==> config.mk <==
export PLATFORM = sky130hd
export DESIGN_NAME = structured_value_unescape_splitter
export DESIGN_NICKNAME = d
export VERILOG_FILES = /design/src/rtl/svus_pkg.sv /design/src/rtl/svus_front.sv /design/src/rtl/svus_queue.sv /design/src/rtl/svus_back.sv /design/src/rtl/structured_value_unescape_splitter.sv
export SDC_FILE = /design/constraint.sdc
export NUM_CORES = 1
export LEC_CHECK = 0
export ABC_AREA = 0
export BUFFER_PORTS_ARGS = -buffer_cell sky130_fd_sc_hd__buf_2
export CAP_MARGIN = 15
export CORE_AREA = 2 2 94 163
export CTS_CLUSTER_DIAMETER = 40
export DETAILED_ROUTE_END_ITERATION = 6
export DIE_AREA = 0 0 96 165
export PLACE_DENSITY = 0.72
export SETUP_SLACK_MARGIN = 0.4
export SYNTH_ARGS = -nofsm -noshare
export SYNTH_HDL_FRONTEND = slang
export SYNTH_SLANG_ARGS = --single-unit
==> constraint.sdc <==
create_clock -name clk -period 9.25 [get_ports clk]
set_input_delay 0.925 -clock clk [delete_from_list [all_inputs] [get_ports clk]]
set_output_delay 0.925 -clock clk [all_outputs]
set_load 0.005 [all_outputs]
==> src/rtl/svus_pkg.sv <==
package svus_pkg;

	localparam int MAX_LIMIT_DEF   = 255;
	localparam int QUEUE_DEPTH_DEF = 4;

	// most results one item can cause
	localparam int MAX_RES = 5;
	localparam int RCW     = $clog2(MAX_RES + 1);
	localparam int RIW     = $clog2(MAX_RES);

	typedef enum logic [1:0] {
		KIND_DATA   = 2'd0,
		KIND_VALUE  = 2'd1,
		KIND_COMP   = 2'd2,
		KIND_STRING = 2'd3
	} kind_t;

	typedef enum logic [1:0] {
		MODE_STRUCT = 2'd0,
		MODE_COMMA  = 2'd1,
		MODE_SEMI   = 2'd2
	} mode_t;

	localparam logic REG_SPLIT_MODE  = 1'b0;
	localparam logic REG_SPLIT_LIMIT = 1'b1;

	localparam logic [7:0] CH_BSLASH = 8'h5C;
	localparam logic [7:0] CH_COMMA  = 8'h2C;
	localparam logic [7:0] CH_SEMI   = 8'h3B;
	localparam logic [7:0] CH_LOW_N  = 8'h6E;
	localparam logic [7:0] CH_UP_N   = 8'h4E;
	localparam logic [7:0] CH_CR     = 8'h0D;
	localparam logic [7:0] CH_LF     = 8'h0A;

	typedef struct packed {
		kind_t      kind;
		logic [7:0] data;
	} res_t;

	// all results caused by one item, first in slot 0
	typedef struct packed {
		logic [RCW-1:0]            cnt;
		res_t [MAX_RES-1:0]        res;
	} cmd_t;

endpackage

==> src/rtl/svus_front.sv <==
module svus_front #(
	parameter int MAX_LIMIT = svus_pkg::MAX_LIMIT_DEF
) (
	input  logic              clk,
	input  logic              arst_n,
	input  logic              cfg_we,
	input  logic              cfg_index,
	input  logic [7:0]        cfg_data,
	input  logic              s_tvalid,
	input  logic              s_tready,
	input  logic [7:0]        s_tdata,
	input  logic              s_tlast,
	input  logic              s_tuser,
	output logic              push,
	output svus_pkg::cmd_t    cmd
);
	import svus_pkg::*;

	localparam int PCW = $clog2(MAX_LIMIT + 1);
	localparam int CW  = ((PCW > 8) ? PCW : 8) + 1;

	logic [1:0]     mode_q;
	logic [7:0]     limit_q;
	logic           esc_q, vn_q, chv_q, frz_q;
	logic [PCW-1:0] pc_q;
	logic           esc_d, vn_d, chv_d, frz_d;
	logic [PCW-1:0] pc_d;
	logic           accept;

	assign accept = s_tvalid && s_tready;

	always_comb begin
		logic [RCW-1:0] n;
		logic [CW-1:0]  pc_inc;
		logic           frz;
		esc_d  = esc_q;
		vn_d   = vn_q;
		chv_d  = chv_q;
		frz_d  = frz_q;
		pc_d   = pc_q;
		cmd    = '0;
		n      = '0;
		frz    = frz_q;
		pc_inc = CW'(pc_q) + CW'(1);
		if (s_tuser) begin
			esc_d = 1'b0;
			vn_d  = 1'b0;
			chv_d = 1'b0;
			frz_d = 1'b0;
			pc_d  = '0;
			cmd.res[0] = '{kind: KIND_STRING, data: 8'h00};
			n = RCW'(1);
		end else begin
			if (esc_q) begin
				esc_d = 1'b0;
				vn_d  = 1'b1;
				if (s_tdata == CH_LOW_N || s_tdata == CH_UP_N) begin
					cmd.res[n] = '{kind: KIND_DATA, data: CH_CR};
					n = n + RCW'(1);
					cmd.res[n] = '{kind: KIND_DATA, data: CH_LF};
					n = n + RCW'(1);
				end else begin
					cmd.res[n] = '{kind: KIND_DATA, data: s_tdata};
					n = n + RCW'(1);
				end
			end else if (s_tdata == CH_BSLASH) begin
				// a lone backslash at the end is plain data
				if (s_tlast) begin
					cmd.res[n] = '{kind: KIND_DATA, data: s_tdata};
					n = n + RCW'(1);
					vn_d = 1'b1;
				end else begin
					esc_d = 1'b1;
				end
			end else begin
				case (mode_q)
					MODE_STRUCT: begin
						if (s_tdata == CH_SEMI) begin
							if (chv_q || vn_q) begin
								cmd.res[n] = '{kind: KIND_VALUE, data: 8'h00};
								n = n + RCW'(1);
							end
							cmd.res[n] = '{kind: KIND_COMP, data: 8'h00};
							n = n + RCW'(1);
							chv_d = 1'b0;
							vn_d  = 1'b0;
						end else if (s_tdata == CH_COMMA) begin
							cmd.res[n] = '{kind: KIND_VALUE, data: 8'h00};
							n = n + RCW'(1);
							vn_d  = 1'b0;
							chv_d = 1'b1;
						end else begin
							cmd.res[n] = '{kind: KIND_DATA, data: s_tdata};
							n = n + RCW'(1);
							vn_d = 1'b1;
						end
					end
					MODE_COMMA: begin
						if (s_tdata == CH_COMMA) begin
							cmd.res[n] = '{kind: KIND_VALUE, data: 8'h00};
							n = n + RCW'(1);
							vn_d = 1'b0;
						end else begin
							cmd.res[n] = '{kind: KIND_DATA, data: s_tdata};
							n = n + RCW'(1);
							vn_d = 1'b1;
						end
					end
					default: begin
						// semicolon list; the unused mode code acts the same
						if (s_tdata == CH_SEMI) begin
							frz = frz_q || (limit_q != 8'h00 && CW'(limit_q) <= pc_inc);
							frz_d = frz;
						end
						if (s_tdata == CH_SEMI && !frz) begin
							cmd.res[n] = '{kind: KIND_VALUE, data: 8'h00};
							n = n + RCW'(1);
							vn_d = 1'b0;
							if (pc_q < PCW'(MAX_LIMIT))
								pc_d = pc_inc[PCW-1:0];
						end else begin
							cmd.res[n] = '{kind: KIND_DATA, data: s_tdata};
							n = n + RCW'(1);
							vn_d = 1'b1;
						end
					end
				endcase
			end
			if (s_tlast) begin
				if (mode_q == MODE_STRUCT) begin
					// trailing empty component is dropped
					if (chv_d || vn_d) begin
						cmd.res[n] = '{kind: KIND_VALUE, data: 8'h00};
						n = n + RCW'(1);
						cmd.res[n] = '{kind: KIND_COMP, data: 8'h00};
						n = n + RCW'(1);
					end
				end else begin
					cmd.res[n] = '{kind: KIND_VALUE, data: 8'h00};
					n = n + RCW'(1);
				end
				cmd.res[n] = '{kind: KIND_STRING, data: 8'h00};
				n = n + RCW'(1);
				esc_d = 1'b0;
				vn_d  = 1'b0;
				chv_d = 1'b0;
				frz_d = 1'b0;
				pc_d  = '0;
			end
		end
		cmd.cnt = n;
	end

	assign push = accept && (cmd.cnt != '0);

	always_ff @(posedge clk or negedge arst_n) begin
		if (!arst_n) begin
			mode_q  <= MODE_STRUCT;
			limit_q <= '0;
		end else if (cfg_we) begin
			case (cfg_index)
				REG_SPLIT_MODE:  mode_q  <= cfg_data[1:0];
				REG_SPLIT_LIMIT: limit_q <= cfg_data;
				default:         ;
			endcase
		end
	end

	always_ff @(posedge clk or negedge arst_n) begin
		if (!arst_n) begin
			esc_q <= 1'b0;
			vn_q  <= 1'b0;
			chv_q <= 1'b0;
			frz_q <= 1'b0;
			pc_q  <= '0;
		end else if (accept) begin
			esc_q <= esc_d;
			vn_q  <= vn_d;
			chv_q <= chv_d;
			frz_q <= frz_d;
			pc_q  <= pc_d;
		end
	end

endmodule

==> src/rtl/svus_queue.sv <==
module svus_queue #(
	parameter int DEPTH = svus_pkg::QUEUE_DEPTH_DEF
) (
	input  logic           clk,
	input  logic           arst_n,
	input  logic           push,
	input  svus_pkg::cmd_t wr_cmd,
	output logic           full,
	input  logic           pop,
	output logic           rd_valid,
	output svus_pkg::cmd_t rd_cmd
);
	import svus_pkg::*;

	localparam int CNTW = $clog2(DEPTH + 1);

	cmd_t           ent_q [DEPTH];
	logic [CNTW-1:0] count_q;
	logic [CNTW-1:0] wr_pos;

	assign full     = (count_q == CNTW'(DEPTH));
	assign rd_valid = (count_q != '0);
	assign rd_cmd   = ent_q[0];
	// head sits in slot 0, so the write slot moves down on a pop
	assign wr_pos   = pop ? count_q - CNTW'(1) : count_q;

	// each slot takes either the new list or its upper neighbor
	always_ff @(posedge clk) begin
		for (int i = 0; i < DEPTH - 1; i++) begin
			if (push && wr_pos == CNTW'(i))
				ent_q[i] <= wr_cmd;
			else if (pop)
				ent_q[i] <= ent_q[i + 1];
		end
		if (push && wr_pos == CNTW'(DEPTH - 1))
			ent_q[DEPTH - 1] <= wr_cmd;
	end

	always_ff @(posedge clk or negedge arst_n) begin
		if (!arst_n) begin
			count_q <= '0;
		end else begin
			case ({push, pop})
				2'b10:   count_q <= count_q + CNTW'(1);
				2'b01:   count_q <= count_q - CNTW'(1);
				default: count_q <= count_q;
			endcase
		end
	end

endmodule

==> src/rtl/svus_back.sv <==
module svus_back (
	input  logic           clk,
	input  logic           arst_n,
	input  logic           q_valid,
	input  svus_pkg::cmd_t q_cmd,
	output logic           pop,
	output logic           m_tvalid,
	input  logic           m_tready,
	output logic [7:0]     m_tdata,
	output logic           m_tlast,
	output logic [1:0]     m_tuser
);
	import svus_pkg::*;

	cmd_t           cmd_q;
	logic           valid_q;
	logic [RIW-1:0] idx_q;
	res_t           cur;
	logic           last;

	assign cur  = cmd_q.res[idx_q];
	assign last = (RCW'(idx_q) == cmd_q.cnt - RCW'(1));
	assign pop  = q_valid && (!valid_q || (m_tready && last));

	assign m_tvalid = valid_q;
	assign m_tdata  = cur.data;
	assign m_tuser  = cur.kind;
	assign m_tlast  = last;

	always_ff @(posedge clk) begin
		if (pop)
			cmd_q <= q_cmd;
	end

	always_ff @(posedge clk or negedge arst_n) begin
		if (!arst_n) begin
			valid_q <= 1'b0;
			idx_q   <= '0;
		end else if (pop) begin
			valid_q <= 1'b1;
			idx_q   <= '0;
		end else if (valid_q && m_tready) begin
			if (last)
				valid_q <= 1'b0;
			else
				idx_q <= idx_q + RIW'(1);
		end
	end

endmodule

==> src/rtl/structured_value_unescape_splitter.sv <==
// an item accepted with nothing queued ahead goes into a queue slot, then into the
// back's output register, from which its first result shows
// throughput: one item per cycle with m_tready high and at most one result per item
// output port moves one result per cycle with m_tready high, each item's results in a row
// items that only open an escape cause no result and take no queue slot
// reset (arst_n low, asynchronous): queue and output emptied, parse state and
// both config registers cleared to zero
module structured_value_unescape_splitter #(
	parameter int MAX_LIMIT   = svus_pkg::MAX_LIMIT_DEF,
	parameter int QUEUE_DEPTH = svus_pkg::QUEUE_DEPTH_DEF
) (
	input  logic       clk,
	input  logic       arst_n,
	// config write port: index 0 split_mode, index 1 split_limit
	input  logic       cfg_we,
	input  logic       cfg_index,
	input  logic [7:0] cfg_data,
	// input stream
	input  logic       s_tvalid,
	output logic       s_tready,
	input  logic [7:0] s_tdata,   // [7:0] in_byte
	input  logic       s_tlast,   // is_last
	input  logic       s_tuser,   // [0] is_empty
	// result stream
	output logic       m_tvalid,
	input  logic       m_tready,
	output logic [7:0] m_tdata,   // [7:0] out_byte
	output logic       m_tlast,   // run_last
	output logic [1:0] m_tuser    // [1:0] out_kind
);
	import svus_pkg::*;

	logic full;
	logic push;
	logic pop;
	logic q_valid;
	cmd_t f_cmd;
	cmd_t q_cmd;

	// front takes a byte whenever the queue has a free slot
	assign s_tready = !full;

	// front: config registers, escape and split state, builds the result list
	svus_front #(
		.MAX_LIMIT (MAX_LIMIT)
	) u_front (
		.clk       (clk),
		.arst_n    (arst_n),
		.cfg_we    (cfg_we),
		.cfg_index (cfg_index),
		.cfg_data  (cfg_data),
		.s_tvalid  (s_tvalid),
		.s_tready  (s_tready),
		.s_tdata   (s_tdata),
		.s_tlast   (s_tlast),
		.s_tuser   (s_tuser),
		.push      (push),
		.cmd       (f_cmd)
	);

	// short queue of result lists decouples input from output stalls
	svus_queue #(
		.DEPTH (QUEUE_DEPTH)
	) u_queue (
		.clk      (clk),
		.arst_n   (arst_n),
		.push     (push),
		.wr_cmd   (f_cmd),
		.full     (full),
		.pop      (pop),
		.rd_valid (q_valid),
		.rd_cmd   (q_cmd)
	);

	// back: holds one list and hands out its results one per cycle while m_tready is high
	svus_back u_back (
		.clk      (clk),
		.arst_n   (arst_n),
		.q_valid  (q_valid),
		.q_cmd    (q_cmd),
		.pop      (pop),
		.m_tvalid (m_tvalid),
		.m_tready (m_tready),
		.m_tdata  (m_tdata),
		.m_tlast  (m_tlast),
		.m_tuser  (m_tuser)
	);

endmodule

======== Word level (Yosys, flattened, before mapping) ========
Memories as Yosys holds them, arrays and structs flattened. A register that Yosys moved wholly into a read port is not among the register bits.
Index checks and enable logic that the tools add are counted.
operators by class
  $add $sub $neg .......................... 9
  $lt $le $gt $ge ......................... 11
  eq/ne operators ......................... 17
  muxes and demuxes ....................... 122
  bitwise gates (word level) .............. 16
  reductions and logical operators ........ 41
operators by type and width
  operator               count
  $mux W50               5
  $mux W53               4
  $mux W40               4
  $not A45 Y45           3
  $mux W10               13
  $demux W10 S3          4
  $and A45 B45 Y45       2
  $mux W8                9
  $mux W3                20
  $mux W30               2
  $reduce_or A53 Y1      1
  $mux W1                49
  $and A9 B45 Y45        1
  $and A40 B40 Y40       1
  $mux W20               2
  $not A40 Y40           1
  $bmux W10 S3           1
  $mux W9                3
  $eq A8 B7 Y1 const B   3
  $lt A3 B4 Y1 const B   5
  $pmux W10 S2           1
  $add A3 B1 Y3 const B  6
  $eq A8 B6 Y1 const B   2
  $logic_and A1 B1 Y1    15
  other kinds (34)       59
word-level totals
  flip-flop bits (word level) ............. 29
  RAM bits ................................ 212
  input bits .............................. 24
  logic and storage cells ................. 227
  memories kept ........................... 1
memory list
  memory         words  width  rd ports  clocked after memory_dff  wr ports  line              source
  u_queue.ent_q  4      53     4         1                         3         svus_queue.sv:17  cmd_t ent_q [DEPTH];

======== Longest topological paths before layout ========
Gate-level depths: netlist of run 1.
  depth in word-level cells ............... 31
  gate-level depth with buffers ........... 22
  depth with buffers taken out ............ 21

======== Hierarchy ========
From an unflattened synthesis of run 1, not the netlist that was laid out.
unflattened totals
  cell total of the unflattened synthesis .. 844
  area total of the unflattened synthesis .. 13521.7 sq um
by module, submodules not included
  module                              instances  cells an instance  area an instance (sq um)
  svus_queue                          1          422                8759.7
  svus_front                          1          293                2493.6
  svus_back                           1          128                2264.7
  structured_value_unescape_splitter  1          1                  3.8

======== Worst setup path before layout of run 1 ========
Ideal clock, no wire load.
  path type ............................... input to register
  start ................................... input port s_tdata[6]
  end ..................................... memory u_queue.ent_q[0][0] (netlist bit) (enable)
  setup time .............................. 0.435 ns
  data arrival time ....................... 5.879 ns
  data required time ...................... 8.815 ns
  path slack .............................. 2.935 ns
  stages on the path ...................... 18
  buffers on the path ..................... 1
  cell sequence ........................... nand4bb_1 -> buf_2 -> nor4_2 -> nor2_1 -> ha_1 -> nor3_1 -> nand3_1 -> o2bb2ai_1 -> o21ai_0 -> a21oi_1 -> nor2_1 -> inv_1 -> ha_1 -> or2_2 -> mux2i_1 -> or4_4 -> nand3_1 -> o31ai_1
RTL lines
  element             line                                      source
  start: declaration  structured_value_unescape_splitter.sv:21  input logic [7:0] s_tdata,
  end: declaration    svus_queue.sv:17

==> results.json, run 1 <==
{
  "finalCritPeriodShare_pct": 67.1,
  "place.gp.congestion": 0.938,
  "yosysSeqAreaShare_pct": 56.7,
  "met1_usage_pct": 22.0,
  "postLayoutCellArea_um2": 8020,
  "grt_pass1_vias": 4635,
  "die_x_um": 96,
  "syn_area_per_cell_um2": 13.1,
  "worst_ep_required_time_ps": 9280,
  "start_util_pct": 49.2,
  "final_nets": 628,
  "fin_crit_ps": 6210,
  "final_core_util_pct": 55.5,
  "fin_total_pwr_mw": 2.17,
  "dr_total_vias": 4545,
  "grt_busiest_layer": "met2",
  "max_freq_mhz": 161,
  "rows": 58,
  "fin_tns_setup_ps": 0,
  "relSlewSlack_pct": 25.4,
  "worst_slack_ps": 3040,
  "r2r-start": "u_front.esc_q",
  "cts-htree-levels": 4,
  "r2r_slack_ps": 3380,
  "grt_usage_pct": 20.0,
  "ant_nets": 0,
  "r2r_cells": 17,
  "cts_max_path_buffers": 2,
  "cts_tree": "yes",
  "holdWs_ps": 415,
  "dieHeight_um": 165,
  "worstReg2RegEnd": "u_queue.ent_q[1][5]",
  "path_cells": "buf_2, nand4bb_1, nor4_2, nor2_1, ha_1, nor3_1, nand3_1, o2bb2ai_1, o21ai_0, a21oi_1, nor2_1, inv_1, ha_1, or2_2, mux2i_1, or4_4, nand3_1, o31ai_4",
  "clock_sinks": 139,
  "instances_no_fill": 773,
  "yosysWarningCount": 0,
  "synth_edf_count": 110,
  "ir_worst_vdd_uv": 138,
  "synth_seq_cells": 139,
  "worstHoldPathType": "register to register",
  "status": "finished clean",
  "grt_pass1_wl_um": 23700,
  "cp_max_fo": 22,
  "cts_buffers": 17,
  "placedCellCount": 740,
  "place_area_um2": 7450,
  "drc_errors": 0,
  "syn_to_final_growth_pct": 13.0,
  "layout_common_cells": "edfxtp_1, mux2_2, buf_2",
  "maxCapViolations": 0,
  "pin_count": 37,
  "met3_usage_pct": 4.29,
  "dr.pass1.iters": 5,
  "drt_iter0_drc": 288,
  "met2_usage_pct": 34.4,
  "synthCells": 541,
  "place_ws_ps": 2690,
  "critPathMaxStageDelay_ps": 990,
  "yosysUniqueCellTypes": 68,
  "die_area_um2": 15800,
  "power_leakage_nw": 3.07,
  "crit_end": "u_queue.ent_q[1][5]",
  "clockRootBuffer": "clkbuf_16",
  "insertion_delay_ps": 420,
  "worstMarginPinSlew_ps": 1120,
  "antenna_found_initial": 0,
  "grt.overflow.total": 0,
  "startpoint_type": "input pin",
  "layout_commonest_cell": "edfxtp_1",
  "finalHoldViolCount": 0,
  "via_per_inst": 5.88,
  "finalSetupViolations": 0,
  "cts_setup_buffers": 0,
  "n_antenna_cell": 0,
  "async_reset_ff_share_pct": 20.9,
  "core_um2": 14400,
  "wl_um": 14600,
  "path_clk_slew_ps": 60,
  "port_buffers": 36,
  "worstHoldStart": "u_queue.ent_q[0][3]",
  "cts.repair.resized": 0,
  "arrival_ps": 6240,
  "critPathKind": "input pin to register",
  "ys.flop_type": "edfxtp_1",
  "post-dp-hpwl_um": 10700,
  "hold_buffers": 0,
  "rsz0062_at_grt": "false",
  "final_layout_size_suffix_gt1_share_pct": 25.1,
  "wire_per_inst_um": 18.9,
  "synth_nets": 589,
  "cp_slowest_cell": "o31ai_4",
  "final-max-slew-violation-count": 0,
  "fin_skew_ps": 11.4,
  "crit_start": "s_tdata[6]",
  "syn_area_um2": 7100,
  "cp-end-kind": "register",
  "powerDensity_nw_per_um2": 270,
  "grt_max_degree": 30
}
[per-layer routing]
layer / share of wire, % / wire length, µm
met3: 3.0 / 445
met1: 38 / 5600
met2: 53 / 7730
met5: 0 / 0
met4: 5.6 / 824
[power by group]
| part | total, mW | switching [mW] | internal [mW] |
|---|---|---|---|
| sequential | 0.991 | 0.0828 | 0.908 |
| combinational | 0.542 | 0.309 | 0.233 |
| clock | 0.636 | 0.283 | 0.354 |
[cells by family (layout without fill, tap and decap cells)]
group	Yosys count	in the layout	share of synthesized area [%]
and+or+nand+nor	151	151	11.5
DFF	139	139	56.7
AOI/OAI and AO/OA	94	94	9.18
muxes	80	80	13.9
buffers and inverters	40	92	2.66
adders and majority gates	24	24	4.23
xor gates and xnor gates	13	13	1.80
[synthesized netlist by cell type (3+ instances only)]
library cell	count	area share, %
edfxtp_1	110	47
mux2_2	44	7.0
nor2_1	33	1.7
dfrtp_1	29	10
nand2_1	29	1.5
o21ai_0	25	1.8
ha_1	24	4.2
inv_1	22	1.2
mux2_4	18	3.8
a21oi_1	17	1.2
nand3_1	17	1.2
mux2_1	12	1.9
nor3_1	12	0.85
and2_1	10	0.88
clkbuf_1	9	0.48
a31oi_1	7	0.62
o31ai_1	7	0.74
nand4_1	6	0.53
nor2b_1	6	0.53
o22ai_1	6	0.53
xnor2_1	6	0.74
xor2_1	6	0.74
a22o_1	5	0.62
and3_1	5	0.44
nand2b_1	5	0.44
or3_1	5	0.44
buf_4	4	0.42
mux2i_1	4	0.56
buf_6	3	0.48
nor4_1	3	0.26
o22a_1	3	0.37
o41ai_1	3	0.37
or2_2	3	0.26
[registers in the layout, summed over array words and instances (netlist names), 2 cells and up]
signal	count
u_front.pc_q	8
u_queue.count_q	3
u_front.mode_q	2
u_queue.ent_q	88
u_back.cmd_q	22
u_back.idx_q	3
u_front.limit_q	8
[critical path, delay by kind of cell]
family	cells	cell delay, ps
fa+ha+maj	2	600
simple gates	9	2640
compound gates	4	1450
mux	1	330
buf+inv	2	280
[worst min path at each step]
stage | to | cells past startpoint | slack [ps]
2_1_floorplan | u_back.cmd_q[0] | 0 | 400
3_3_place_gp | u_back.cmd_q[5] | 0 | 400
3_5_place_dp | u_back.cmd_q[18] | 0 | 400
4_1_cts | u_back.cmd_q[18] | 0 | 420
5_1_grt | u_back.cmd_q[18] | 0 | 420
6_report | u_back.cmd_q[3] | 0 | 410
[final cells by class]
| class | instances | area (µm²) |
|---|---|---|
| sequential | 139 | 4030 |
| inverter | 22 | 82.6 |
| clock inverter | 14 | 129 |
| multi-input combinational | 362 | 2920 |
| fill | 1157 | 6420 |
| tap | 180 | 225 |
| timing repair buffer | 38 | 203 |
| clock buffer | 18 | 429 |
(Power assumes the default switching activity.)
==> inputs of run 2 (changes only) <==
==> constraint.sdc (replaced) <==
create_clock -name clk -period 6.3 [get_ports clk]
set_input_delay 0.63 -clock clk [delete_from_list [all_inputs] [get_ports clk]]
set_output_delay 0.63 -clock clk [all_outputs]
set_load 0.005 [all_outputs]
==> run 2 against run 1 <==
First-iteration DRC count grew 35%. Final cell count grew 0.65%. Clock-buffer cell count shrank 1. Clock power grew 62%. Sequential share of layout area shrank 0.57 points. Critical path type is now register to register. Largest cell class unchanged.
==> results.json, run 2 (synthesized netlist as in run 1, its figures left out) <==
{
  "grt_pass1_vias": 4702,
  "fin_total_pwr_mw": 3.30,
  "cts_max_path_buffers": 2,
  "syn_to_final_growth_pct": 14.3,
  "grt_pass1_wl_um": 24600,
  "startpoint_type": "register",
  "r2r-start": "u_front.esc_q",
  "wl_um": 15700,
  "dr.pass1.iters": 4,
  "dr_total_vias": 4599,
  "max_freq_mhz": 181,
  "wl_met2_um": 8320,
  "fin_crit_ps": 5520,
  "largestRegisters": "u_queue.ent_q (88), u_back.cmd_q (22)",
  "fin_tns_setup_ps": 0,
  "largest-register": "u_queue.ent_q",
  "ant_nets": 0,
  "power_switching_share_pct": 30.9,
  "arrival_ps": 5690,
  "maxCapViolations": 0,
  "die_area_um2": 15800,
  "power_frac_clock_pct": 31.1,
  "finalCritPeriodShare_pct": 87.6,
  "core_um2": 14400,
  "highest_layer": "met4",
  "ir_worst_vdd_uv": 219,
  "cts_tree": "yes",
  "cp-end-kind": "register",
  "hold_buffers": 0,
  "final-max-slew-violation-count": 0,
  "final_nets": 633,
  "finalHoldViolCount": 0,
  "layout_commonest_cell": "edfxtp_1",
  "port_buffers": 36,
  "worstMarginPinSlew_ps": 867,
  "postLayoutCellArea_um2": 8110,
  "insertion_delay_ps": 420,
  "cts_buffers": 17,
  "start_util_pct": 49.2,
  "fin_skew_ps": 10.8,
  "rows": 58,
  "fillers": 1133,
  "clock_sinks": 139,
  "grt.overflow.total": 0,
  "worst_ep_required_time_ps": 6470,
  "critPathKind": "register to register",
  "drt_iter0_drc": 390,
  "wl_met3_um": 537,
  "r2r_cells": 18,
  "intPower_mw": 2.28,
  "die_x_um": 96,
  "final_layout_size_suffix_gt1_share_pct": 26.3,
  "cp_max_fo": 23,
  "n_antenna_cell": 0,
  "r2r_slack_ps": 780,
  "worstHoldPathType": "input pin to async pin",
  "combinationalPowerShare_pct": 24.9,
  "place.gp.congestion": 0.848,
  "worstReg2RegEnd": "u_queue.ent_q[2][1]",
  "grt_max_degree": 30,
  "finalSetupViolations": 0,
  "post-dp-hpwl_um": 11200,
  "cts-htree-levels": 4,
  "powerDensity_nw_per_um2": 407,
  "relSlewSlack_pct": 41.6,
  "dieHeight_um": 165,
  "seqPwrFrac_pct": 44.0,
  "layout_common_cells": "edfxtp_1, mux2_2, buf_2",
  "place_area_um2": 7490,
  "largest_register_ffs": 88,
  "cts_setup_buffers": 0,
  "power_leakage_nw": 3.13,
  "grt_usage_pct": 21.0,
  "power.net_switching_mw": 1.02,
  "rsz0062_at_grt": "false",
  "met1_length_um": 5970,
  "clockRootBuffer": "clkbuf_16",
  "antenna_found_initial": 0,
  "drc_errors": 0,
  "path_clk_slew_ps": 70,
  "via_per_inst": 5.91,
  "cts.repair.resized": 0,
  "pin_count": 37,
  "status": "finished clean",
  "wire_per_inst_um": 20.2
}
[run 2: cell types whose count changed in the layout (fill, tap and decap cells not counted), sizes merged]
cell / change
buf: +5
bufinv: +2
clkbuf: -1
clkinv: +1
clkinvlp: -1
inv: -1
[run 2: layer usage]
layer | GRT usage, % | vias to the layer above
met1 | 23.6 | 2273
met2 | 36.3 | 123
met4 | 12.8 | 0
li1 | - | 2159
met5 | 0 | -
met3 | 3.74 | 44
[run 2: worst max-delay path, cell delays in order (launching register included)]
cell and delay, ps:
dfrtp_1 490, and3b_1 280, a31oi_1 390, nor2_1 200, nor2_2 320, ha_1 330, nor3_1 360, nand3_1 120
o2bb2ai_1 140, o21ai_0 110, a21oi_1 280, nor2_1 130, inv_1 140, ha_1 240, mux2_2 270, or4_4 550
a31oi_4 160, buf_4 330, mux2_2 380
[run 2: through the flow]
step | std cells | hold slack [ps] | util (%) | setup WS (ps)
final | 778 | 229 | 56.2 | 782
after floorplan | 541 | 334 | - | 280
after global routing | 778 | 302 | 56.2 | 497
after detailed placement | 746 | 405 | 51.9 | 514
after CTS | 778 | 256 | 56.1 | 622
after global placement | 746 | 403 | 51.9 | 575
[run 2: final cells by class]
class	count	area, µm²	share of cell area (%)
inverters	22	82.6	1.02
clock buffers	17	425	5.24
multi-input cells	362	2940	36.2
well taps	180	225	2.78
repair buffers	43	233	2.87
flip-flops and latches	139	4030	49.7
clock inverters	15	184	2.27
[run 2: how the worst max path moves through the flow]
stage / start / end / slack (ps) / cells past startpoint
after global placement: s_tlast / u_queue.ent_q[2][4] / 570 / 19
final: u_front.esc_q / u_queue.ent_q[2][1] / 780 / 18
after global routing: u_front.pc_q[0] / u_queue.ent_q[2][50] / 500 / 19
after CTS: u_front.pc_q[0] / u_queue.ent_q[2][50] / 620 / 19
after detailed placement: s_tdata[4] / u_queue.ent_q[1][4] / 510 / 20
after floorplan: s_tdata[6] / u_queue.ent_q[0][0] / 280 / 18
[run 2: power by group through the flow]
stage          logic (mW)  registers (mW)  clock network [mW]
2_1_floorplan       0.632            1.41                   0
3_3_place_gp        0.786            1.45                   0
3_5_place_dp        0.825            1.47                   0
4_1_cts             0.832            1.45                1.04
5_1_grt             0.901            1.48                1.08
6_report            0.823            1.45                1.03
==> inputs of run 3 (changes only) <==
--- a/config.mk
+++ b/config.mk
@@ -8,10 +8,10 @@
 export ABC_AREA = 0
 export BUFFER_PORTS_ARGS = -buffer_cell sky130_fd_sc_hd__buf_2
 export CAP_MARGIN = 15
-export CORE_AREA = 2 2 94 163
+export CORE_AREA = 2 2 157 98
 export CTS_CLUSTER_DIAMETER = 40
 export DETAILED_ROUTE_END_ITERATION = 6
-export DIE_AREA = 0 0 96 165
+export DIE_AREA = 0 0 159 100
 export PLACE_DENSITY = 0.72
 export SETUP_SLACK_MARGIN = 0.4
 export SYNTH_ARGS = -nofsm -noshare
==> constraint.sdc (replaced) <==
create_clock -name clk -period 6.3 [get_ports clk]
set_input_delay 0.63 -clock clk [delete_from_list [all_inputs] [get_ports clk]]
set_output_delay 0.63 -clock clk [all_outputs]
set_load 0.02 [all_outputs]
==> run 3 against run 2 <==
Setup slack better by 89 ps. Clock skew shrank 1.7 ps. Register-to-register slack better by 90 ps. Clock power down 4%. Critical endpoint is now u_queue.ent_q[2][28]. Sequential power barely moved. First-iteration DRC count rose by 25%. Sequential share of layout area decreased by 0.17 points. Final cell count up 3.1%. Clock-buffer cell count is the same. Critical path depth increased by 1. Maximum frequency increased by 1.6%.
==> results.json, run 3 (synthesized netlist as in run 1, its figures left out) <==
{
  "status": "finished clean",
  "final-max-slew-violation-count": 0,
  "finalSetupViolations": 0,
  "largest_register_ffs": 88,
  "clockRootBuffer": "clkbuf_16",
  "path_cells": "ha_1, and3_1, nand3_1, xor2_1, ha_1, o21ai_0, a21oi_1, o221ai_1, o31ai_2, a21oi_1, nor2_1, inv_1, ha_1, or2_2, mux2i_2, or4_4, nand3_1, o31ai_4, buf_4",
  "layout_commonest_cell": "edfxtp_1",
  "r2r_cells": 19,
  "fin_crit_ps": 5430,
  "drc_errors": 0,
  "worstMarginPinSlew_ps": 829,
  "core_um2": 14700,
  "crit_start": "u_front.pc_q[0]",
  "critPathMaxStageDelay_ps": 440,
  "ir_worst_vdd_uv": 188,
  "final_layout_size_suffix_gt1_share_pct": 26.7,
  "cp-end-kind": "register",
  "max_freq_mhz": 184,
  "dr.pass1.iters": 7,
  "grt.overflow.total": 0,
  "syn_to_final_growth_pct": 14.7,
  "hold_buffers": 0,
  "instances_no_fill": 802,
  "dieHeight_um": 100,
  "fin_tns_setup_ps": 0,
  "placedCellCount": 770,
  "grt_usage_pct": 20.8,
  "maxCapViolations": 0,
  "worstHoldPathType": "input pin to async pin",
  "cp_slowest_cell": "dfrtp_1",
  "grt_pass1_wl_um": 25400,
  "pin_count": 37,
  "insertion_delay_ps": 420,
  "r2r-start": "u_front.pc_q[0]",
  "die_x_um": 159,
  "relSlewSlack_pct": 44.7,
  "clock_sinks": 139,
  "finalHoldViolCount": 0,
  "arrival_ps": 5520,
  "startpoint_type": "register",
  "post-dp-hpwl_um": 11400,
  "cts-htree-levels": 4,
  "critPathKind": "register to register",
  "path_clk_slew_ps": 70,
  "place.gp.congestion": 0.898,
  "power_leakage_nw": 3.13,
  "dr_total_vias": 4669,
  "wire_per_inst_um": 19.5,
  "start_util_pct": 48.3,
  "cts_max_path_buffers": 2,
  "fin_skew_ps": 9.14,
  "grt_max_degree": 30,
  "critPathMostFrequentCell": "ha_1",
  "grt_pass1_vias": 4462,
  "finalCritPeriodShare_pct": 86.2,
  "layout_common_cells": "edfxtp_1, mux2_2, buf_2",
  "worst_ep_required_time_ps": 6390,
  "cts_buffers": 17,
  "rsz0062_at_grt": "false",
  "largestRegisters": "u_queue.ent_q (88), u_back.cmd_q (22)",
  "final_core_util_pct": 55.3,
  "cts_tree": "yes",
  "n_antenna_cell": 0,
  "antenna_found_initial": 0,
  "powerDensity_nw_per_um2": 407,
  "largest-register": "u_queue.ent_q",
  "rows": 35,
  "wl_um": 15700,
  "drt_iter0_drc": 487,
  "die_area_um2": 15900,
  "cp_max_fo": 22,
  "port_buffers": 36,
  "final_nets": 634,
  "ant_nets": 0,
  "via_per_inst": 5.82
}
run 3: critical path, delay by kind of cell (launching register included):
| kind | cells | cell delay, ps |
|---|---|---|
| flops | 1 | 440 |
| compound gates | 6 | 1340 |
| mux | 1 | 270 |
| fa+ha+maj | 3 | 810 |
| simple gates | 6 | 1530 |
| buf+inv | 2 | 490 |
| xor+xnor | 1 | 190 |
run 3: repair_timing:
item | CTS | global route
endpoints found under the setup margin | 0 | 144
setup buffers | 0 | 0
gates resized for setup | 0 | 3
run 3: where the power goes:
part,internal (mW),total (mW),switching (mW)
Sequential,1.33,1.45,0.124
Combinational,0.355,0.874,0.519
Clock,0.535,0.985,0.450
run 3: area by class of cell:
class                           count  area [µm²]
Fill cell                        1232        6570
Sequential cell                   139        4030
Multi-Input combinational cell    362        2940
Clock buffer                       17         425
Tap cell                          203         254
Timing Repair Buffer               44         240
Clock inverter                     15         173
Inverter                           22        82.6
run 3: final timing paths:
check,endpoint,slack (ps)
min reg2reg,u_back.cmd_q[5],420
min,u_front.limit_q[0],240
min in group clk,u_back.cmd_q[5],420
max reg2reg,u_queue.ent_q[2][28],870
max,u_queue.ent_q[2][28],870
max in group asynchronous,u_front.esc_q,5620
run 3: through the flow:
stage	cell area (µm²)	power [mW]	setup slack (ps)	hold slack, ps
2_1_floorplan	7100	2.08	280	334
3_3_place_gp	7530	2.30	778	405
3_5_place_dp	7530	2.34	622	405
4_1_cts	8130	3.33	723	252
5_1_grt	8140	3.47	459	274
6_report	8140	3.31	871	240
run 3: per-layer routing:
metal | GRT usage (%) | part of all wire (%) | vias to the layer above
met3 | 5.17 | 7.4 | 12
met1 | 32.6 | 50 | 2306
li1 | - | - | 2154
met5 | 0 | 0 | -
met2 | 29.0 | 42 | 197
met4 | 4.76 | 0.85 | 0
